===== src/design/apjq_pkg.sv =====
// ---------------------------------------------------------------------------
// apjq_pkg
// Shared types and codes for the aging priority job queue.
// ---------------------------------------------------------------------------
package apjq_pkg;

   localparam logic [1:0] CMD_PUT = 2'd0;
   localparam logic [1:0] CMD_GET = 2'd1;
   localparam logic [1:0] CMD_DEL = 2'd2;

   localparam logic [0:0] REG_MAX_SIZE = 1'd0;
   localparam logic [0:0] REG_BUMP     = 1'd1;

   localparam int unsigned CSR_DATA_BITS = 32;
   localparam int unsigned SIZE_BITS     = 5;

   typedef struct packed {
      logic load;       // latch request word, reset scan index
      logic div_start;  // begin aged priority division for current entry
      logic step;       // advance scan index
      logic do_insert;  // insert at scan index
      logic do_remove;  // remove at scan index
      logic finish;     // drive response word
      logic fail;       // response status is refusal
      logic pop;        // response carries head entry
   } ctrl_type;

   typedef struct packed {
      logic scan_end;   // scan index reached entry count
      logic full;
      logic empty;
      logic id_hit;     // entry at scan index matches id
      logic div_done;
      logic prio_gt;    // new priority beats aged priority at scan index
      logic [1:0] cmd;
   } stat_type;

endpackage


===== src/design/aging_priority_job_queue.sv =====
// ---------------------------------------------------------------------------
// aging_priority_job_queue
// Get, refused put and unused code respond from the dispatch state; delete
// scans until the id matches or the entry count is reached. Put runs one
// aged compare (33-step serial divider) per entry, inserting on the winning
// compare, or at the tail from the dispatch state. Next word once busy falls.
// Reset clears the entry count and CSR registers; no clearing pass. rsp_valid
// pulses one cycle and cannot be stalled.
// ---------------------------------------------------------------------------
module aging_priority_job_queue #(
   parameter int unsigned QUEUE_DEPTH = 16,
   parameter int unsigned ID_BITS     = 16
) (
   input  logic        clock,
   input  logic        reset,
   input  logic        start,
   output logic        busy,
   input  logic [1:0]  req_command,
   input  logic [15:0] req_job_id,
   input  logic [15:0] req_priority_req,
   input  logic [31:0] req_enqueue_time,
   input  logic [31:0] req_now,
   output logic        rsp_valid,
   output logic        rsp_status,
   output logic [15:0] rsp_out_job_id,
   output logic [15:0] rsp_out_priority,
   output logic [4:0]  rsp_queue_size,
   input  logic        csr_write,
   input  logic [0:0]  csr_index,
   input  logic [31:0] csr_data
);

   apjq_pkg::ctrl_type ctrl;
   apjq_pkg::stat_type stat;

   apjq_ctrl u_ctrl (
      .clock (clock),
      .reset (reset),
      .start (start),
      .busy  (busy),
      .stat  (stat),
      .ctrl  (ctrl)
   );

   apjq_datapath #(
      .QUEUE_DEPTH (QUEUE_DEPTH),
      .ID_BITS     (ID_BITS)
   ) u_dp (
      .clock            (clock),
      .reset            (reset),
      .ctrl             (ctrl),
      .stat             (stat),
      .req_command      (req_command),
      .req_job_id       (req_job_id),
      .req_priority_req (req_priority_req),
      .req_enqueue_time (req_enqueue_time),
      .req_now          (req_now),
      .csr_write        (csr_write),
      .csr_index        (csr_index),
      .csr_data         (csr_data),
      .rsp_valid        (rsp_valid),
      .rsp_status       (rsp_status),
      .rsp_out_job_id   (rsp_out_job_id),
      .rsp_out_priority (rsp_out_priority),
      .rsp_queue_size   (rsp_queue_size)
   );

endmodule


===== src/design/apjq_divider.sv =====
// ---------------------------------------------------------------------------
// apjq_divider
// Radix-2 restoring divider, signed 33-bit dividend by unsigned 32-bit
// divisor, quotient truncated toward zero.
// ---------------------------------------------------------------------------
module apjq_divider (
   input  logic        clock,
   input  logic        reset,
   input  logic        start,
   input  logic [32:0] dividend,
   input  logic [31:0] divisor,
   output logic        done,
   output logic [33:0] quotient
);

   logic [32:0] rem_ff, rem_in;
   logic [32:0] quo_ff, quo_in;
   logic [31:0] dsr_ff, dsr_in;
   logic        neg_ff, neg_in;
   logic [5:0]  cnt_ff, cnt_in;
   logic        busy_ff, busy_in;
   logic        done_ff, done_in;
   logic [33:0] trial;
   logic [32:0] shifted;

   assign shifted = {rem_ff[31:0], quo_ff[32]};
   assign trial   = {1'b0, shifted} - {2'b00, dsr_ff};

   always_comb begin
      rem_in  = rem_ff;
      quo_in  = quo_ff;
      dsr_in  = dsr_ff;
      neg_in  = neg_ff;
      cnt_in  = cnt_ff;
      busy_in = busy_ff;
      done_in = 1'b0;
      if (start) begin
         neg_in  = dividend[32];
         quo_in  = dividend[32] ? (33'd0 - dividend) : dividend;
         rem_in  = '0;
         dsr_in  = divisor;
         cnt_in  = 6'd33;
         busy_in = 1'b1;
      end else if (busy_ff) begin
         if (trial[33]) begin
            rem_in = shifted;
            quo_in = {quo_ff[31:0], 1'b0};
         end else begin
            rem_in = trial[32:0];
            quo_in = {quo_ff[31:0], 1'b1};
         end
         cnt_in = cnt_ff - 6'd1;
         if (cnt_ff == 6'd1) begin
            busy_in = 1'b0;
            done_in = 1'b1;
         end
      end
   end

   always_ff @(posedge clock) begin
      if (reset) begin
         busy_ff <= 1'b0;
         done_ff <= 1'b0;
         cnt_ff  <= '0;
      end else begin
         busy_ff <= busy_in;
         done_ff <= done_in;
         cnt_ff  <= cnt_in;
      end
      rem_ff <= rem_in;
      quo_ff <= quo_in;
      dsr_ff <= dsr_in;
      neg_ff <= neg_in;
   end

   assign done     = done_ff;
   assign quotient = neg_ff ? (34'd0 - {1'b0, quo_ff}) : {1'b0, quo_ff};

endmodule


===== src/design/apjq_datapath.sv =====
// ---------------------------------------------------------------------------
// apjq_datapath
// Shift-array job storage, request latch, aged compare and response word.
// ---------------------------------------------------------------------------
module apjq_datapath #(
   parameter int unsigned QUEUE_DEPTH = 16,
   parameter int unsigned ID_BITS     = 16
) (
   input  logic               clock,
   input  logic               reset,
   input  apjq_pkg::ctrl_type ctrl,
   output apjq_pkg::stat_type stat,
   input  logic [1:0]         req_command,
   input  logic [15:0]        req_job_id,
   input  logic [15:0]        req_priority_req,
   input  logic [31:0]        req_enqueue_time,
   input  logic [31:0]        req_now,
   input  logic               csr_write,
   input  logic [0:0]         csr_index,
   input  logic [31:0]        csr_data,
   output logic               rsp_valid,
   output logic               rsp_status,
   output logic [15:0]        rsp_out_job_id,
   output logic [15:0]        rsp_out_priority,
   output logic [4:0]         rsp_queue_size
);

   localparam int unsigned IDX_BITS = $clog2(QUEUE_DEPTH);
   localparam int unsigned CNT_BITS = $clog2(QUEUE_DEPTH + 1);

   logic [ID_BITS-1:0] id_ff [QUEUE_DEPTH];
   logic [15:0]        pri_ff [QUEUE_DEPTH];
   logic [31:0]        tim_ff [QUEUE_DEPTH];
   logic [CNT_BITS-1:0] count_ff, count_in;
   logic [CNT_BITS:0]   pos_ff, pos_in;
   logic [1:0]         cmd_ff;
   logic [ID_BITS-1:0] rid_ff;
   logic [15:0]        rpri_ff;
   logic [31:0]        rtim_ff;
   logic [31:0]        rnow_ff;
   logic [4:0]         max_ff;
   logic [31:0]        bump_ff;
   logic               valid_ff;
   logic               status_ff;
   logic [15:0]        oid_ff, opri_ff;
   logic [4:0]         osize_ff;
   logic [IDX_BITS-1:0] pidx;
   logic [32:0]        age;
   logic [33:0]        quo;
   logic               div_done;
   logic [34:0]        aged;
   logic [CNT_BITS:0]  max_ext;

   assign pidx = pos_ff[IDX_BITS-1:0];
   assign age  = {1'b0, rnow_ff} - {1'b0, tim_ff[pidx]};

   apjq_divider u_div (
      .clock    (clock),
      .reset    (reset),
      .start    (ctrl.div_start),
      .dividend (age),
      .divisor  (bump_ff),
      .done     (div_done),
      .quotient (quo)
   );

   assign aged = {19'd0, pri_ff[pidx]}
               + ((bump_ff != 32'd0) ? {quo[33], quo} : 35'd0);
   assign max_ext = ({27'd0, max_ff} > 32'(QUEUE_DEPTH))
                    ? (CNT_BITS + 1)'(QUEUE_DEPTH) : (CNT_BITS + 1)'(max_ff);

   always_comb begin
      stat.cmd      = cmd_ff;
      stat.scan_end = (pos_ff >= {1'b0, count_ff});
      stat.empty    = (count_ff == '0);
      stat.full     = (count_ff == CNT_BITS'(QUEUE_DEPTH))
                    || (max_ff != 5'd0 && {1'b0, count_ff} >= max_ext);
      stat.id_hit   = (id_ff[pidx] == rid_ff);
      stat.div_done = div_done;
      stat.prio_gt  = $signed({19'd0, rpri_ff}) > $signed(aged);
   end

   always_comb begin
      count_in = count_ff;
      pos_in   = pos_ff;
      if (ctrl.load) pos_in = '0;
      else if (ctrl.step) pos_in = pos_ff + (CNT_BITS + 1)'(1);
      if (ctrl.do_insert) count_in = count_ff + CNT_BITS'(1);
      if (ctrl.do_remove) count_in = count_ff - CNT_BITS'(1);
   end

   always_ff @(posedge clock) begin
      if (reset) begin
         count_ff <= '0;
         max_ff   <= '0;
         bump_ff  <= '0;
         valid_ff <= 1'b0;
      end else begin
         count_ff <= count_in;
         valid_ff <= ctrl.finish;
         if (csr_write) begin
            case (csr_index)
               apjq_pkg::REG_MAX_SIZE: max_ff  <= csr_data[4:0];
               apjq_pkg::REG_BUMP:     bump_ff <= csr_data;
               default: ;
            endcase
         end
      end
      pos_ff <= pos_in;
      if (ctrl.load) begin
         cmd_ff  <= req_command;
         rid_ff  <= ID_BITS'(req_job_id);
         rpri_ff <= req_priority_req;
         rtim_ff <= req_enqueue_time;
         rnow_ff <= req_now;
      end
      if (ctrl.do_insert) begin
         for (int i = 1; i < QUEUE_DEPTH; i++) begin
            if (IDX_BITS'(i) > pidx) begin
               id_ff[i]  <= id_ff[i-1];
               pri_ff[i] <= pri_ff[i-1];
               tim_ff[i] <= tim_ff[i-1];
            end
         end
         id_ff[pidx]  <= rid_ff;
         pri_ff[pidx] <= rpri_ff;
         tim_ff[pidx] <= rtim_ff;
      end else if (ctrl.do_remove) begin
         for (int i = 0; i < QUEUE_DEPTH - 1; i++) begin
            if (IDX_BITS'(i) >= pidx) begin
               id_ff[i]  <= id_ff[i+1];
               pri_ff[i] <= pri_ff[i+1];
               tim_ff[i] <= tim_ff[i+1];
            end
         end
      end
      if (ctrl.finish) begin
         status_ff <= ctrl.fail;
         oid_ff    <= ctrl.pop ? 16'(id_ff[0]) : 16'd0;
         opri_ff   <= ctrl.pop ? pri_ff[0] : 16'd0;
         osize_ff  <= 5'(count_in);
      end
   end

   assign rsp_valid        = valid_ff;
   assign rsp_status       = status_ff;
   assign rsp_out_job_id   = oid_ff;
   assign rsp_out_priority = opri_ff;
   assign rsp_queue_size   = osize_ff;

endmodule


===== src/design/apjq_ctrl.sv =====
// ---------------------------------------------------------------------------
// apjq_ctrl
// Sequencer for put scan, get and delete search.
// ---------------------------------------------------------------------------
module apjq_ctrl (
   input  logic               clock,
   input  logic               reset,
   input  logic               start,
   output logic               busy,
   input  apjq_pkg::stat_type stat,
   output apjq_pkg::ctrl_type ctrl
);

   typedef enum logic [4:0] {
      ST_IDLE = 5'b00001,
      ST_DISP = 5'b00010,
      ST_DIV  = 5'b00100,
      ST_CMP  = 5'b01000,
      ST_SRCH = 5'b10000
   } state_type;

   state_type state_ff, state_in;

   always_comb begin
      state_in = state_ff;
      ctrl     = '0;
      case (state_ff)
         ST_IDLE: begin
            if (start) begin
               ctrl.load = 1'b1;
               state_in  = ST_DISP;
            end
         end
         ST_DISP: begin
            state_in    = ST_IDLE;
            ctrl.finish = 1'b1;
            case (stat.cmd)
               apjq_pkg::CMD_PUT: begin
                  if (stat.full) ctrl.fail = 1'b1;
                  else if (stat.scan_end) ctrl.do_insert = 1'b1;
                  else begin
                     ctrl.finish    = 1'b0;
                     ctrl.div_start = 1'b1;
                     state_in       = ST_DIV;
                  end
               end
               apjq_pkg::CMD_GET: begin
                  if (stat.empty) ctrl.fail = 1'b1;
                  else begin
                     ctrl.pop       = 1'b1;
                     ctrl.do_remove = 1'b1;
                  end
               end
               apjq_pkg::CMD_DEL: begin
                  ctrl.finish = 1'b0;
                  state_in    = ST_SRCH;
               end
               default: ctrl.fail = 1'b1;
            endcase
         end
         ST_DIV: begin
            if (stat.div_done) state_in = ST_CMP;
         end
         ST_CMP: begin
            if (stat.prio_gt) begin
               ctrl.do_insert = 1'b1;
               ctrl.finish    = 1'b1;
               state_in       = ST_IDLE;
            end else begin
               ctrl.step = 1'b1;
               state_in  = ST_DISP;
            end
         end
         ST_SRCH: begin
            if (stat.scan_end) begin
               ctrl.fail   = 1'b1;
               ctrl.finish = 1'b1;
               state_in    = ST_IDLE;
            end else if (stat.id_hit) begin
               ctrl.do_remove = 1'b1;
               ctrl.finish    = 1'b1;
               state_in       = ST_IDLE;
            end else ctrl.step = 1'b1;
         end
         default: state_in = ST_IDLE;
      endcase
   end

   always_ff @(posedge clock) begin
      if (reset) state_ff <= ST_IDLE;
      else state_ff <= state_in;
   end

   assign busy = (state_ff != ST_IDLE);

endmodule

===== config.mk =====
export PLATFORM = sky130hd
export DESIGN_NAME = aging_priority_job_queue
export DESIGN_NICKNAME = d
export VERILOG_FILES = /design/src/design/apjq_pkg.sv /design/src/design/aging_priority_job_queue.sv /design/src/design/apjq_divider.sv /design/src/design/apjq_datapath.sv /design/src/design/apjq_ctrl.sv
export SDC_FILE = /design/constraint.sdc
export NUM_CORES = 2
export LEC_CHECK = 0
export BUFFER_PORTS_ARGS = -buffer_cell sky130_fd_sc_hd__buf_2
export CAP_MARGIN = 20
export CELL_PAD_IN_SITES_DETAIL_PLACEMENT = 0
export CELL_PAD_IN_SITES_GLOBAL_PLACEMENT = 1
export CORE_UTILIZATION = 52
export CTS_CLUSTER_SIZE = 16
export DETAILED_ROUTE_END_ITERATION = 8
export PLACE_DENSITY_LB_ADDON = 0.1
export SYNTH_ARGS = -nofsm -noshare
export SYNTH_HDL_FRONTEND = slang
export SYNTH_SLANG_ARGS = --single-unit

===== constraint.sdc =====
create_clock -name clock -period 17.2 [get_ports clock]
set_input_delay 1.72 -clock clock [delete_from_list [all_inputs] [get_ports clock]]
set_output_delay 1.72 -clock clock [all_outputs]
set_load 0.1 [all_outputs]

# Word-level counts from Yosys, hierarchy flattened
# Memories as Yosys holds them, arrays and structs flattened. A register that Yosys moved wholly into a read port is not among the register bits.
# Cells that the tools add are included.
[classes]
reduce_logical = 15
n_mux = 218
bitwise_logic = 44
n_lt_le_gt_ge = 34
shifts = 0
mul = 0
div = 0
eq_ne = 14
addsub = 9
[ops]
columns = ["op", "n"]
rows = [
  ["two-way mux 32 bit", 16],
  ["two-way mux 16 bit", 30],
  ["two-way mux 1 bit", 136],
  ["two-way mux 33 bit", 3],
  ["bitwise OR 1 bit", 42],
  ["two-way mux 4 bit", 9],
  ["adder 16 x 35 -> 35 bit", 1],
  ["greater-than comparator 17 x 35 -> 1 bit", 1],
  ["two-way mux 35 bit", 1],
  ["two-way mux 5 bit", 7],
  ["two-way mux 34 bit", 1],
  ["subtractor 1 x 33 -> 34 bit, first input constant", 1],
  ["subtractor 33 x 32 -> 34 bit", 1],
  ["subtractor 1 x 33 -> 33 bit, first input constant", 1],
  ["subtractor 32 x 32 -> 33 bit", 1],
  ["greater-than comparator 4 bit, first input constant", 8],
  ["nonzero test 32 bit", 1],
  ["OR reduction 16 bit", 2],
  ["OR reduction 32 bit", 1],
  [">= comparator 4 bit, first input constant", 7],
  ["case mux 5 bit (5 select lines)", 1],
  ["== test 16 bit", 1],
  [">= comparator 3 x 4 -> 1 bit, first input constant", 4],
  ["greater-than comparator 3 x 4 -> 1 bit, first input constant", 4],
  ["other kinds (40)", 54],
]
[totals]
n_memories = 3
ramBits = 1024
latchBits = 0
output_inout_bits = 40
inputBits = 135
word_cells = 360
reg_bits = 296
mem_bits_ro = 0
[memory_table]
columns = ["name", "words", "word_bits", "rd", "rd_clocked_by_memory_dff", "write_ports", "line", "source"]
rows = [
  ["u_dp.tim_ff", 16, 32, 17, 1, 16, "apjq_datapath.sv:33", "logic [31:0] tim_ff [QUEUE_DEPTH];"],
  ["u_dp.id_ff", 16, 16, 17, 1, 16, "apjq_datapath.sv:31", "logic [ID_BITS-1:0] id_ff [QUEUE_DEPTH];"],
  ["u_dp.pri_ff", 16, 16, 17, 1, 16, "apjq_datapath.sv:32", "logic [15:0] pri_ff [QUEUE_DEPTH];"],
]

# Depth between registers and ports, before layout
[logic_depth]
ltp_word = 12
ltp_mapped = 35
ltp_nobuf = 28

# Cells and area by module
# Synthesis repeated with hierarchy kept, for this count alone.
[hier_totals]
hier_cells = 6624
area_unflattened_um2 = 76098.0
[modules_own_cells]
columns = ["mod", "area_each_um2", "n_inst", "cells_each", "seq_area_each_um2"]
rows = [
  ["apjq_datapath", 68448.1, 1, 5748, 35894.4],
  ["apjq_divider", 7231.9, 1, 826, 2782.7],
  ["apjq_ctrl", 417.9, 1, 50, 100.1],
]

# Least setup slack after synthesis
# OpenSTA, ideal clock, no wires.
[synth_timing]
path_type = "register -> register"
from = "register with a tool-made name"
to = "memory u_dp.id_ff[4][0], enable pin"
path_stages_with_launch = 31
required_ns = 16.635
path_slack_ns = 4.520
n_path_buf = 6
synth_period_minus_slack_ns = 12.680
setup_ns = 0.565
t_arrival_ns = 12.115
path_cell_list = "dfxtp_1 clkbuf_1 buf_1 clkbuf_1 buf_1 clkbuf_1 buf_1 mux4_2 mux4_2 ha_1 fa_1 a21o_1 a311o_1 a32o_1 o21ai_0 nand2b_1 a21o_1 a21oi_1 xnor2_1 ha_1 nand4_1 nor2_1 a21o_1 a21oi_1 a31oi_1 o31ai_1 nor4_1 a31oi_1 o211ai_1 a211oi_2 nor3_1"
[synth_rtl]
columns = ["item", "line"]
rows = [
  ["end: declaration", "apjq_datapath.sv:31"],
]

==> impl_metrics.tcl <==
set metrics [dict create \
    gp_congestion 0.921 \
    drv_slew 0 \
    grt_pass1_wl_um 358000 \
    die_height_um 385 \
    drt_iter0_markers 6538 \
    clk_pin_slew_worst_paths_ns 0.06 \
    power.density_mw_per_mm2 87.9 \
    antenna_found_initial 10 \
    hpwlAfterDp_um 144000 \
    vias 55400 \
    crit_type "flip-flop to flip-flop" \
    cpMaxStageDelayCell "dfxtp_4" \
    ys_seq_elements 1324 \
    rows 140 \
    maxCapViolations 0 \
    portBuffers 174 \
    cts-root-buf "clkbuf_16" \
    netlist_instances 6511 \
    drive_gt1_share_pct 14.2 \
    async_flop_share_pct 0 \
    total_power_mw 7.36 \
    gr-total-overflow 0 \
    io_pins 175 \
    fp.dieW_um 385 \
    detail-route-antenna-nets 0 \
    crit_fanout 54 \
    track_usage_pct 32.6 \
    drc_errors 0 \
    synth_area_mm2 0.0764 \
    finalHoldViolCount 0 \
    holdCritStartpoint "u_dp.bump_ff[31]" \
    synth-seq-area-share_pct 50.7 \
    reg2regPathDepth 30 \
    status "completed" \
    p_leak_nw 30.9 \
    drt-total-wl_um 244000 \
    cts_max_level 4 \
    hold_buffers 0 \
    rsz0062_at_grt "false" \
    avgRoutedWirePerCell_um 28.9 \
    synth-main-ff-cell "edfxtp_1" \
    yosys_warnings 0 \
    clock_sinks 1324 \
    hold_path_end "u_dp.u_div.dsr_ff[31]" \
    insertion_delay_ns 0.79 \
    yosysMostFrequentCell "edfxtp_1" \
    initial_core_util_pct 52.5 \
    area_delta_synth_final_pct 9.48 \
    maxSlewHeadroom_pct 20.2 \
    rrSetupSlack_ns 5.92 \
    min_period_ns 11.28 \
    die_area_mm2 0.149 \
    whs_path_depth 0 \
    dr.pass1.iters 6 \
    synthTopCellsByCount "1,226 x edfxtp_1, 722 x mux2i_1, 630 x nand2_1, 591 x nor2_1, 555 x a21oi_1" \
    core_mm2 0.146 \
    ys_top_cells_by_area "edfxtp_1 48%, mux2i_1 9.5%, mux4_2 9.4%" \
    max_stage_delay_ns 0.95 \
    fillCellCount 12000 \
    skew_ns 0.0408 \
    fin_nets 6649 \
    fin_crit_sh_pct 65.6 \
    synth_top_cell_area_share_pct 48.2 \
    fmax_ghz 0.0886 \
    synth.largest_area_cell "edfxtp_1" \
    vias_per_cell 6.56 \
    hold_path_class "flip-flop to flip-flop" \
    synth_edf_count 1226 \
    clk_path_buf_depth 3 \
    vdd_drop_max_uv 83.6 \
    required_ns 17.61 \
    tritoncts "yes" \
    synth_cell_types 94 \
    crit_top_cell "buf_4" \
    critPathLaunchType "flip-flop" \
    synth_nets 6765 \
    reg2reg_to "u_dp.tim_ff[9][16]" \
    critPathCaptureType "flip-flop" \
    grt_max_degree 151 \
    worst_pin_slew_ns 1.20 \
    synth_area_per_cell_um2 11.7 \
    crit_arrival_ns 11.69 \
    cts_setup_buffers 0 \
    cts_buffers 153 \
    grt_pass1_vias 53400 \
    fin_setup_tns_ns 0 \
    cts_resized 0 \
    setup_violations 0 \
]
==> routing by layer <==
metal  up-vias  part of all wire [%]  track usage [%]  wire [um]
met5         -                 0.039                0         96
met4        10                   3.5             11.2       8520
met3       494                   9.9             7.63      24300
met2      2811                    46             51.2     112000
met1     27500                    41             44.5      99200
li1      24500                     -                -          -
==> worst max-delay path by stage <==
stage | slack, ns | cells past startpoint | endpoint | from
2_1_floorplan | 4.52 | 30 | u_dp.id_ff[4][0] | flip-flop
4_1_cts | 6.08 | 30 | u_dp.tim_ff[9][9] | flip-flop
3_3_place_gp | 6.10 | 30 | u_dp.tim_ff[9][13] | flip-flop
5_1_grt | 5.45 | 30 | u_dp.tim_ff[9][9] | flip-flop
3_5_place_dp | 6.09 | 30 | u_dp.tim_ff[9][16] | flip-flop
6_report | 5.92 | 30 | u_dp.tim_ff[9][16] | flip-flop
==> area by class of cell <==
class | instances | area (um2) | area share [%]
antenna | 4 | 10.0 | 0.0120
clock buffer | 192 | 4110 | 4.91
clock inverter | 84 | 822 | 0.982
inverter | 114 | 428 | 0.511
multi-input combinational | 4507 | 35200 | 42.1
sequential | 1324 | 38800 | 46.4
tap | 1917 | 2400 | 2.87
timing repair buffer | 295 | 1900 | 2.28
==> power by group <==
part / internal, mW / switching, mW
clock network: 1.92 / 1.38
registers: 3.54 / 0.0934
logic: 0.170 / 0.260
==> per-stage QoR <==
step	setup WS [ns]	std cells	area [um2]	hold WS (ns)	util [%]
6_report	5.92	8437	83700	0.461	57.4
5_1_grt	5.45	8434	83700	0.470	57.4
4_1_cts	6.08	8430	83600	0.457	57.4
3_5_place_dp	6.09	8154	78700	0.443	54.0
3_3_place_gp	6.10	8152	78600	0.437	53.9
2_1_floorplan	4.52	6511	76400	0.430	-
==> flip-flops by register name, indices dropped and copies added (netlist names), 6 cells and up, named ones only <==
name / cells
u_dp.tim_ff: 512
u_dp.id_ff: 256
u_dp.pri_ff: 256
u_dp.u_div.quo_ff: 33
u_dp.bump_ff: 32
u_dp.rnow_ff: 32
u_dp.rtim_ff: 32
u_dp.u_div.dsr_ff: 32
u_dp.u_div.rem_ff: 32
u_dp.rid_ff: 16
u_dp.rpri_ff: 16
u_dp.rsp_out_job_id: 16
u_dp.rsp_out_priority: 16
u_dp.pos_ff: 6
u_dp.u_div.cnt_ff: 6
==> critical path, delay by kind of cell, from the launching register on <==
family | cells | cell delay, ns
buffers and inverters | 5 | 3.51
and+or+nand+nor | 9 | 2.38
AOI/OAI and AO/OA | 10 | 1.94
adders and majority gates | 3 | 1.00
DFF | 1 | 0.95
muxes | 2 | 0.92
xor gates and xnor gates | 1 | 0.09
==> cells in the final DEF (no fill, tap or decap), types with 22 or more instances in the layout <==
cell and instances:
buf_2 174, nand3_1 29, mux4_2 320, inv_1 112, and4_1 65, nand2b_1 22, mux2i_1 722, mux2_1 132
a21oi_1 553, a221o_1 112, clkbuf_16 158, o21ai_0 130, a31oi_1 85, nand2_1 627, a22oi_1 22, and3_1 67
and2_1 43, nor3_1 36, buf_4 114, clkinv_2 22, clkinv_1 35, a21o_1 42, dfxtp_1 93, xor2_1 57
xnor2_1 85, ha_1 114, o21ai_1 324, nor2_1 584, clkbuf_1 31, edfxtp_1 1226, nor2b_1 27
==> kinds of logic after synthesis <==
family                     Yosys count  synth area share, %
and+or+nand+nor                   1626                 9.55
AOI/OAI and AO/OA                 1441                 11.4
DFF                               1324                 50.7
muxes                             1179                 20.9
buffers and inverters              680                 3.84
xor gates and xnor gates           142                 1.63
adders and majority gates          119                 1.98
(Power assumes the default switching activity.)
